[src/sv/shb_pkg.sv]
`timescale 1ns / 1ps
// Shared types and constants for the SHA-256 byte stream hasher.
// No dependencies; used by the controller, the datapath and the top level.
package shb_pkg;

  localparam logic OP_ABSORB = 1'b0;
  localparam logic OP_FINISH = 1'b1;

  localparam logic [7:0]  PAD_BYTE  = 8'h80;
  localparam logic [5:0]  LAST_FILL = 6'd63;
  localparam logic [63:0] BLOCK_BITS = 64'd512;

  typedef enum logic [2:0] {
    S_IDLE,
    S_PAD,
    S_ROUND,
    S_ADD,
    S_DONE
  } state_t;

  typedef enum logic [1:0] {
    SEL_DATA,
    SEL_PAD80,
    SEL_ZERO,
    SEL_LEN
  } byte_sel_t;

  typedef struct packed {
    logic      shift_en;     // push one byte into the block buffer
    byte_sel_t byte_sel;
    logic      start_cmp;    // load working vars from chain, clear round count
    logic      round_en;
    logic      chain_add;
    logic      len_add_blk;  // full block absorbed
    logic      len_add_tail; // finish: add the tail bytes
    logic      digest_load;
    logic      hash_init;
  } cmd_t;

  typedef struct packed {
    logic last_byte;   // buffer holds 63 bytes
    logic fill_hi;     // buffer holds 56 or more bytes
    logic round_last;
  } sts_t;

  localparam logic [31:0] IV [8] = '{
    32'h6a09e667, 32'hbb67ae85, 32'h3c6ef372, 32'ha54ff53a,
    32'h510e527f, 32'h9b05688c, 32'h1f83d9ab, 32'h5be0cd19
  };

  localparam logic [31:0] ROUND_K [64] = '{
    32'h428a2f98, 32'h71374491, 32'hb5c0fbcf, 32'he9b5dba5,
    32'h3956c25b, 32'h59f111f1, 32'h923f82a4, 32'hab1c5ed5,
    32'hd807aa98, 32'h12835b01, 32'h243185be, 32'h550c7dc3,
    32'h72be5d74, 32'h80deb1fe, 32'h9bdc06a7, 32'hc19bf174,
    32'he49b69c1, 32'hefbe4786, 32'h0fc19dc6, 32'h240ca1cc,
    32'h2de92c6f, 32'h4a7484aa, 32'h5cb0a9dc, 32'h76f988da,
    32'h983e5152, 32'ha831c66d, 32'hb00327c8, 32'hbf597fc7,
    32'hc6e00bf3, 32'hd5a79147, 32'h06ca6351, 32'h14292967,
    32'h27b70a85, 32'h2e1b2138, 32'h4d2c6dfc, 32'h53380d13,
    32'h650a7354, 32'h766a0abb, 32'h81c2c92e, 32'h92722c85,
    32'ha2bfe8a1, 32'ha81a664b, 32'hc24b8b70, 32'hc76c51a3,
    32'hd192e819, 32'hd6990624, 32'hf40e3585, 32'h106aa070,
    32'h19a4c116, 32'h1e376c08, 32'h2748774c, 32'h34b0bcb5,
    32'h391c0cb3, 32'h4ed8aa4a, 32'h5b9cca4f, 32'h682e6ff3,
    32'h748f82ee, 32'h78a5636f, 32'h84c87814, 32'h8cc70208,
    32'h90befffa, 32'ha4506ceb, 32'hbef9a3f7, 32'hc67178f2
  };

endpackage

[src/sv/shb_ctrl.sv]
`timescale 1ns / 1ps
// Controller for the SHA-256 hasher: handshakes, padding sequence, round control.
// Depends on shb_pkg; drives shb_datapath through shb_pkg::cmd_t.
module shb_ctrl (
  input  logic           clk,
  input  logic           rst_n,
  input  logic           in_valid,
  input  logic           in_op,
  output logic           in_stall,
  output logic           out_valid,
  input  logic           out_stall,
  input  shb_pkg::sts_t  sts,
  output shb_pkg::cmd_t  cmd
);

  shb_pkg::state_t state_r, state_nxt;
  logic padding_r, padding_nxt;
  logic first_r, first_nxt;     // next pad byte is the 0x80 marker
  logic len_ok_r, len_ok_nxt;   // length field goes in this block
  logic out_valid_r, out_valid_nxt;
  logic in_acc;

  assign in_stall  = (state_r != shb_pkg::S_IDLE) ||
                     ((in_op == shb_pkg::OP_FINISH) && out_valid_r);
  assign in_acc    = in_valid && !in_stall;
  assign out_valid = out_valid_r;

  // next state and flags
  always_comb begin
    state_nxt     = state_r;
    padding_nxt   = padding_r;
    first_nxt     = first_r;
    len_ok_nxt    = len_ok_r;
    out_valid_nxt = out_valid_r && out_stall;
    case (state_r)
      shb_pkg::S_IDLE: begin
        if (in_acc) begin
          if (in_op == shb_pkg::OP_FINISH) begin
            state_nxt   = shb_pkg::S_PAD;
            padding_nxt = 1'b1;
            first_nxt   = 1'b1;
            len_ok_nxt  = !sts.fill_hi;
          end else if (sts.last_byte) begin
            state_nxt = shb_pkg::S_ROUND;
          end
        end
      end
      shb_pkg::S_PAD: begin
        first_nxt = 1'b0;
        if (sts.last_byte) begin
          state_nxt = shb_pkg::S_ROUND;
        end
      end
      shb_pkg::S_ROUND: begin
        if (sts.round_last) begin
          state_nxt = shb_pkg::S_ADD;
        end
      end
      shb_pkg::S_ADD: begin
        if (!padding_r) begin
          state_nxt = shb_pkg::S_IDLE;
        end else if (len_ok_r) begin
          state_nxt = shb_pkg::S_DONE;
        end else begin
          // marker block done, length goes in a second block
          state_nxt  = shb_pkg::S_PAD;
          len_ok_nxt = 1'b1;
        end
      end
      shb_pkg::S_DONE: begin
        state_nxt     = shb_pkg::S_IDLE;
        padding_nxt   = 1'b0;
        out_valid_nxt = 1'b1;
      end
      default: begin
        state_nxt = shb_pkg::S_IDLE;
      end
    endcase
  end

  // datapath commands
  always_comb begin
    cmd = '0;
    cmd.byte_sel = shb_pkg::SEL_DATA;
    case (state_r)
      shb_pkg::S_IDLE: begin
        if (in_acc) begin
          if (in_op == shb_pkg::OP_FINISH) begin
            cmd.len_add_tail = 1'b1;
          end else begin
            cmd.shift_en    = 1'b1;
            cmd.start_cmp   = sts.last_byte;
            cmd.len_add_blk = sts.last_byte;
          end
        end
      end
      shb_pkg::S_PAD: begin
        cmd.shift_en  = 1'b1;
        cmd.start_cmp = sts.last_byte;
        if (first_r) begin
          cmd.byte_sel = shb_pkg::SEL_PAD80;
        end else if (len_ok_r && sts.fill_hi) begin
          cmd.byte_sel = shb_pkg::SEL_LEN;
        end else begin
          cmd.byte_sel = shb_pkg::SEL_ZERO;
        end
      end
      shb_pkg::S_ROUND: begin
        cmd.round_en = 1'b1;
      end
      shb_pkg::S_ADD: begin
        cmd.chain_add = 1'b1;
      end
      shb_pkg::S_DONE: begin
        cmd.digest_load = 1'b1;
        cmd.hash_init   = 1'b1;
      end
      default: begin
        cmd = '0;
      end
    endcase
  end

  always_ff @(posedge clk) begin
    if (!rst_n) begin
      state_r     <= shb_pkg::S_IDLE;
      padding_r   <= 1'b0;
      first_r     <= 1'b0;
      len_ok_r    <= 1'b0;
      out_valid_r <= 1'b0;
    end else begin
      state_r     <= state_nxt;
      padding_r   <= padding_nxt;
      first_r     <= first_nxt;
      len_ok_r    <= len_ok_nxt;
      out_valid_r <= out_valid_nxt;
    end
  end

endmodule

[src/sv/shb_datapath.sv]
`timescale 1ns / 1ps
// Datapath for the SHA-256 hasher: block buffer / schedule window, round unit,
// chaining words, bit length and digest register. Depends on shb_pkg.
module shb_datapath (
  input  logic           clk,
  input  logic           rst_n,
  input  shb_pkg::cmd_t  cmd,
  output shb_pkg::sts_t  sts,
  input  logic [7:0]     in_data_byte,
  output logic [63:0]    out_digest_w0,
  output logic [63:0]    out_digest_w1,
  output logic [63:0]    out_digest_w2,
  output logic [63:0]    out_digest_w3
);

  function automatic logic [31:0] rotr(input logic [31:0] x, input int unsigned n);
    rotr = (x >> n) | (x << (32 - n));
  endfunction

  // Buffer is a 512-bit shift line; bytes and schedule words enter at the bottom,
  // so the oldest word (w[t] during round t) sits at the top.
  logic [511:0] buf_r, buf_nxt;
  logic [5:0]   fill_r;
  logic [63:0]  len_r;
  logic [31:0]  chain_r [8];
  logic [31:0]  v_r [8];
  logic [5:0]   rnd_r;
  logic [255:0] digest_r;

  logic [7:0]  byte_in;
  logic [2:0]  len_idx;
  logic [31:0] w0, w1, w9, w14, w_new;
  logic [31:0] s0, s1, big0, big1, choose, major, t1, t2;

  assign len_idx = 3'd7 - fill_r[2:0];

  always_comb begin
    case (cmd.byte_sel)
      shb_pkg::SEL_DATA:  byte_in = in_data_byte;
      shb_pkg::SEL_PAD80: byte_in = shb_pkg::PAD_BYTE;
      shb_pkg::SEL_LEN:   byte_in = len_r[{len_idx, 3'b000} +: 8];
      default:            byte_in = 8'h00;
    endcase
  end

  // message schedule
  assign w0    = buf_r[511:480];
  assign w1    = buf_r[479:448];
  assign w9    = buf_r[223:192];
  assign w14   = buf_r[63:32];
  assign s0    = rotr(w1, 7) ^ rotr(w1, 18) ^ (w1 >> 3);
  assign s1    = rotr(w14, 17) ^ rotr(w14, 19) ^ (w14 >> 10);
  assign w_new = s1 + w9 + s0 + w0;

  // round function
  assign big1   = rotr(v_r[4], 6) ^ rotr(v_r[4], 11) ^ rotr(v_r[4], 25);
  assign choose = (v_r[4] & v_r[5]) ^ (~v_r[4] & v_r[6]);
  assign t1     = v_r[7] + big1 + choose + shb_pkg::ROUND_K[rnd_r] + w0;
  assign big0   = rotr(v_r[0], 2) ^ rotr(v_r[0], 13) ^ rotr(v_r[0], 22);
  assign major  = (v_r[0] & v_r[1]) ^ (v_r[0] & v_r[2]) ^ (v_r[1] & v_r[2]);
  assign t2     = big0 + major;

  always_comb begin
    buf_nxt = buf_r;
    if (cmd.shift_en) begin
      buf_nxt = {buf_r[503:0], byte_in};
    end else if (cmd.round_en) begin
      buf_nxt = {buf_r[479:0], w_new};
    end
  end

  assign sts.last_byte  = (fill_r == shb_pkg::LAST_FILL);
  assign sts.fill_hi    = (fill_r[5:3] == 3'b111);
  assign sts.round_last = (rnd_r == 6'd63);

  // buffer, working variables and digest carry no reset
  always_ff @(posedge clk) begin
    buf_r <= buf_nxt;
    if (cmd.start_cmp) begin
      for (int i = 0; i < 8; i++) begin
        v_r[i] <= chain_r[i];
      end
    end else if (cmd.round_en) begin
      v_r[7] <= v_r[6];
      v_r[6] <= v_r[5];
      v_r[5] <= v_r[4];
      v_r[4] <= v_r[3] + t1;
      v_r[3] <= v_r[2];
      v_r[2] <= v_r[1];
      v_r[1] <= v_r[0];
      v_r[0] <= t1 + t2;
    end
    if (cmd.digest_load) begin
      digest_r <= {chain_r[0], chain_r[1], chain_r[2], chain_r[3],
                   chain_r[4], chain_r[5], chain_r[6], chain_r[7]};
    end
  end

  always_ff @(posedge clk) begin
    if (!rst_n) begin
      fill_r <= '0;
      len_r  <= '0;
      rnd_r  <= '0;
      for (int i = 0; i < 8; i++) begin
        chain_r[i] <= shb_pkg::IV[i];
      end
    end else begin
      if (cmd.shift_en) begin
        fill_r <= fill_r + 6'd1;
      end
      if (cmd.start_cmp) begin
        rnd_r <= '0;
      end else if (cmd.round_en) begin
        rnd_r <= rnd_r + 6'd1;
      end
      if (cmd.len_add_blk) begin
        len_r <= len_r + shb_pkg::BLOCK_BITS;
      end else if (cmd.len_add_tail) begin
        len_r <= len_r + {55'd0, fill_r, 3'b000};
      end
      if (cmd.chain_add) begin
        for (int i = 0; i < 8; i++) begin
          chain_r[i] <= chain_r[i] + v_r[i];
        end
      end
      if (cmd.hash_init) begin
        fill_r <= '0;
        len_r  <= '0;
        for (int i = 0; i < 8; i++) begin
          chain_r[i] <= shb_pkg::IV[i];
        end
      end
    end
  end

  assign out_digest_w0 = digest_r[255:192];
  assign out_digest_w1 = digest_r[191:128];
  assign out_digest_w2 = digest_r[127:64];
  assign out_digest_w3 = digest_r[63:0];

endmodule

[src/sv/sha256_byte_stream_hasher.sv]
`timescale 1ns / 1ps
// Channel   Ports                                      Direction
// input     in_valid, in_stall, in_op, in_data_byte    absorb byte or finish
// result    out_valid, out_stall, out_digest_w0..w3    256-bit digest, one per finish
//
// Absorb: one byte per cycle while no block or finish is in progress; the 64th byte
// of a block starts a compression (64 rounds on the single round unit, then the chaining add).
// Finish: pads with 64 - fill bytes (128 - fill with 56+ bytes buffered),
// compresses each padded block, then loads the digest.
// Synchronous active-low reset restores the initial hash; no clearing pass.
// A waiting digest does not stop absorb transactions; a finish waits for it.
// Top level: controller and datapath, depends on shb_pkg.
module sha256_byte_stream_hasher (
  input  logic        clk,
  input  logic        rst_n,
  input  logic        in_valid,
  output logic        in_stall,
  input  logic        in_op,
  input  logic [7:0]  in_data_byte,
  output logic        out_valid,
  input  logic        out_stall,
  output logic [63:0] out_digest_w0,
  output logic [63:0] out_digest_w1,
  output logic [63:0] out_digest_w2,
  output logic [63:0] out_digest_w3
);

  shb_pkg::cmd_t cmd;
  shb_pkg::sts_t sts;

  shb_ctrl u_ctrl (
    .clk       (clk),
    .rst_n     (rst_n),
    .in_valid  (in_valid),
    .in_op     (in_op),
    .in_stall  (in_stall),
    .out_valid (out_valid),
    .out_stall (out_stall),
    .sts       (sts),
    .cmd       (cmd)
  );

  shb_datapath u_dp (
    .clk           (clk),
    .rst_n         (rst_n),
    .cmd           (cmd),
    .sts           (sts),
    .in_data_byte  (in_data_byte),
    .out_digest_w0 (out_digest_w0),
    .out_digest_w1 (out_digest_w1),
    .out_digest_w2 (out_digest_w2),
    .out_digest_w3 (out_digest_w3)
  );

endmodule

[config.mk]
export PLATFORM = sky130hd
export DESIGN_NAME = sha256_byte_stream_hasher
export DESIGN_NICKNAME = d
export VERILOG_FILES = /design/src/sv/shb_pkg.sv /design/src/sv/shb_ctrl.sv /design/src/sv/shb_datapath.sv /design/src/sv/sha256_byte_stream_hasher.sv
export SDC_FILE = /design/constraint.sdc
export NUM_CORES = 2
export LEC_CHECK = 0
export BUFFER_PORTS_ARGS = -buffer_cell sky130_fd_sc_hd__buf_4
export CORE_MARGIN = 5
export CORE_UTILIZATION = 42
export CTS_CLUSTER_DIAMETER = 40
export CTS_CLUSTER_SIZE = 12
export DETAILED_ROUTE_END_ITERATION = 8
export PLACE_DENSITY = 0.59
export SYNTH_ARGS = -nofsm -noshare
export SYNTH_HDL_FRONTEND = slang
export SYNTH_HIERARCHICAL = 1
export SYNTH_SLANG_ARGS = --single-unit
export TNS_END_PERCENT = 5
[constraint.sdc]
create_clock -name clk -period 10.43 [get_ports clk]
set_input_delay 1.043 -clock clk [delete_from_list [all_inputs] [get_ports clk]]
set_output_delay 1.043 -clock clk [all_outputs]
set_load 0.03 [all_outputs]
==> metrics.txt <==
end-of-flow core utilization 0.488; number of flops mapped to enable cells by yosys 1152; crit path time final 9130 ps; Synth Area per Inst 10.9 µm²; worst hold path type reg -> reg; crit path kind reg -> reg; nets@finish 8222; gp weighted congestion 0.973; initial core utilization 0.423; Max transition margin 0.0342; Synth cell types 94; post-CTS setup repair buffer count 0; first-pass GRT wire length 377 mm; number of remaining DRC errors 0; Seq/Total Area, Yosys 0.482; Worst Path Required 10990 ps; pin count of the biggest net entering global routing 198; pins over their slew limit 0; Die Span X 448 µm; Crit Reg-Reg Endpoint u_dp/v_r[0][30]; Worst setup SP type flip-flop; die area 200000 µm²; pwr dens 212 nW/µm²; Setup violations, final 0; CP peak stage delay 700 ps; WL/cell 25.0 µm; Initial DRT Pass Iterations 5; Syn Nets 7955; Fillers 17.2k; CP delay by family, top compound AO/OA/AOI/OAI gates; max-cap viol count 0; Remaining Overflow, GRT 0; FP Rows 160; setup repair after global routing missed its margin no; P&R area growth vs syn 15.5%; yosys warns 6; outcome completed; Hold Path Sink u_dp/digest_r[206]; worst-skew pair later-pin latency 860 ps; gr usage total 0.253; vias in the first global route 56.7k; R2R depth 32; critical path's slowest cell dfxtp_2; CTS Buf Count 219; CP Capture Type flip-flop; Clock Pin Slew Worst Setup and Hold Paths 60 ps; dpl hpwl 194 mm; Power Total 19.7 mW; Leak 35.7 nW; First DRT Iteration DRCs 5037; drt total wl 258 mm; final setup margin 1300 ps; layout cells sized above 1 0.165; crit share post-route 0.876; Gate Count Post-Synth 7348; hold-fix buffers at CTS 0; Max Fclk 109 MHz; flop2flop setup slack 1300 ps; Worst Path Max Fanout 23; area of placed instances 85300 µm²; Buffers & Inverters on Critical Path 4; root buffer cell clkbuf_16; non-filler cells in the finished layout 10.3k; vias per inst 5.62; Post-synth ARST share 0; TritonCTS clock tree done; io pins 271; Post-synth top flop edfxtp_1; maximum clock path buffer count 3; Synth Cell Area 80400 µm²; CTS Sinks 1360; min-delay src u_dp/chain_r[0][46]; Yosys reg bits 1360; Max Clock Skew 44.1 ps; Placed Cells incl. Taps 9905; # resized after CTS 0; Die H 448 µm; Worst Hold Depth 0; Fin Hold WS 483 ps; worst slew pin tran 1430 ps; crit path DAT 9690 ps; Max VDD drop 0.209 mV; core footprint 190000 µm²; Via Count 58.0k; DRT antenna net count 0; CTS H-Tree Depth 4; Worst R2R Start u_dp/rnd_r[3]; IO Port Bufs 270; fin area 92900 µm²; initial antenna violation count 14; pre-CTS WS 1410 ps; setup TNS 0 ps; Fin. Hold Viols 0
## layout by cell type, fill, tap and decap left out, types with 366 or more instances in the layout
| cell type | instances |
|---|---|
| o21ai_0 | 432 |
| buf_4 | 366 |
| ha_1 | 398 |
| inv_1 | 382 |
| a21oi_1 | 377 |
| nand2_1 | 1066 |
| mux2_2 | 474 |
| edfxtp_1 | 1152 |
| xnor2_1 | 381 |
| nor2_1 | 411 |
## power by group
part	internal, mW	switching, mW
registers	6.40	0.315
clock network	4.64	2.80
logic	2.32	3.25
total	13.4	6.37
## how the worst max path moves through the flow
stage / endpoint / from / depth (start not counted) / slack (ps)
2_1_floorplan: u_dp/buf_r[0] / in_valid / 7 / 1260
3_3_place_gp: u_dp/v_r[0][30] / u_dp/rnd_r[0] / 33 / 1320
3_5_place_dp: u_dp/v_r[0][30] / u_dp/rnd_r[3] / 32 / 1410
4_1_cts: u_dp/v_r[0][30] / u_dp/rnd_r[3] / 32 / 1400
5_1_grt: u_dp/v_r[0][30] / u_dp/rnd_r[3] / 32 / 780
6_report: u_dp/v_r[0][30] / u_dp/rnd_r[3] / 32 / 1300
## sequential cells by signal, indices dropped and copies added (netlist names)
register,cells
u_dp/buf_r,512
u_dp/chain_r,256
u_dp/digest_r,256
u_dp/v_r,256
u_dp/len_r,61
u_dp/fill_r,6
u_dp/rnd_r,6
u_ctrl/state_r,3
u_ctrl/first_r,1
u_ctrl/len_ok_r,1
u_ctrl/out_valid,1
u_ctrl/padding_r,1
## routing by layer
metal,vias to the layer above,track usage,wire length [µm]
met5,-,0,13
met4,2,0.102,11300
met3,445,0.0465,17400
met2,1966,0.403,118000
met1,28600,0.341,111000
li1,27000,-,-
## Yosys cell counts, types with 50 or more instances
master / count / area share
nand2b_1: 72 / 0.0056
or3_1: 51 / 0.0040
a31oi_1: 50 / 0.0039
a211oi_1: 64 / 0.0060
nor3_1: 102 / 0.0063
ha_1: 398 / 0.062
clkbuf_1: 291 / 0.014
nand3_1: 96 / 0.0060
nor2_1: 412 / 0.019
fa_1: 196 / 0.049
xor2_1: 220 / 0.024
o21a_1: 53 / 0.0049
xnor2_1: 381 / 0.041
dfxtp_1: 208 / 0.052
o21ai_0: 432 / 0.027
a21oi_1: 377 / 0.023
mux2i_1: 75 / 0.0093
inv_1: 384 / 0.018
mux2_2: 474 / 0.066
edfxtp_1: 1152 / 0.43
nor2b_1: 50 / 0.0039
a21o_1: 174 / 0.016
nand2_1: 1067 / 0.050
## area by class of cell
cell class,count,area [µm²],share of cell area
repair buffers,371,2850,0.0307
well taps,2511,3140,0.0338
multi-input cells,5275,39100,0.420
flip-flops and latches,1360,38800,0.417
diodes,4,10.0,0.000108
inverters,388,1470,0.0158
clock buffers,240,5600,0.0603
clock inverters,170,2010,0.0216
## logic make-up (layout without fill, tap and decap cells)
kind of cell,count (synthesis),in the layout,share of synthesized area
flip-flops,1360,1360,0.482
multiplexers,568,568,0.0810
AO/OA/AOI/OAI,1459,1459,0.114
XOR/XNOR,603,603,0.0660
buffers and inverters,713,1169,0.0335
adder cells (fa/ha/maj),616,616,0.113
other,0,4,0
AND/OR/NAND/NOR,2029,2029,0.110
Power figures use the tool's default switching activity.
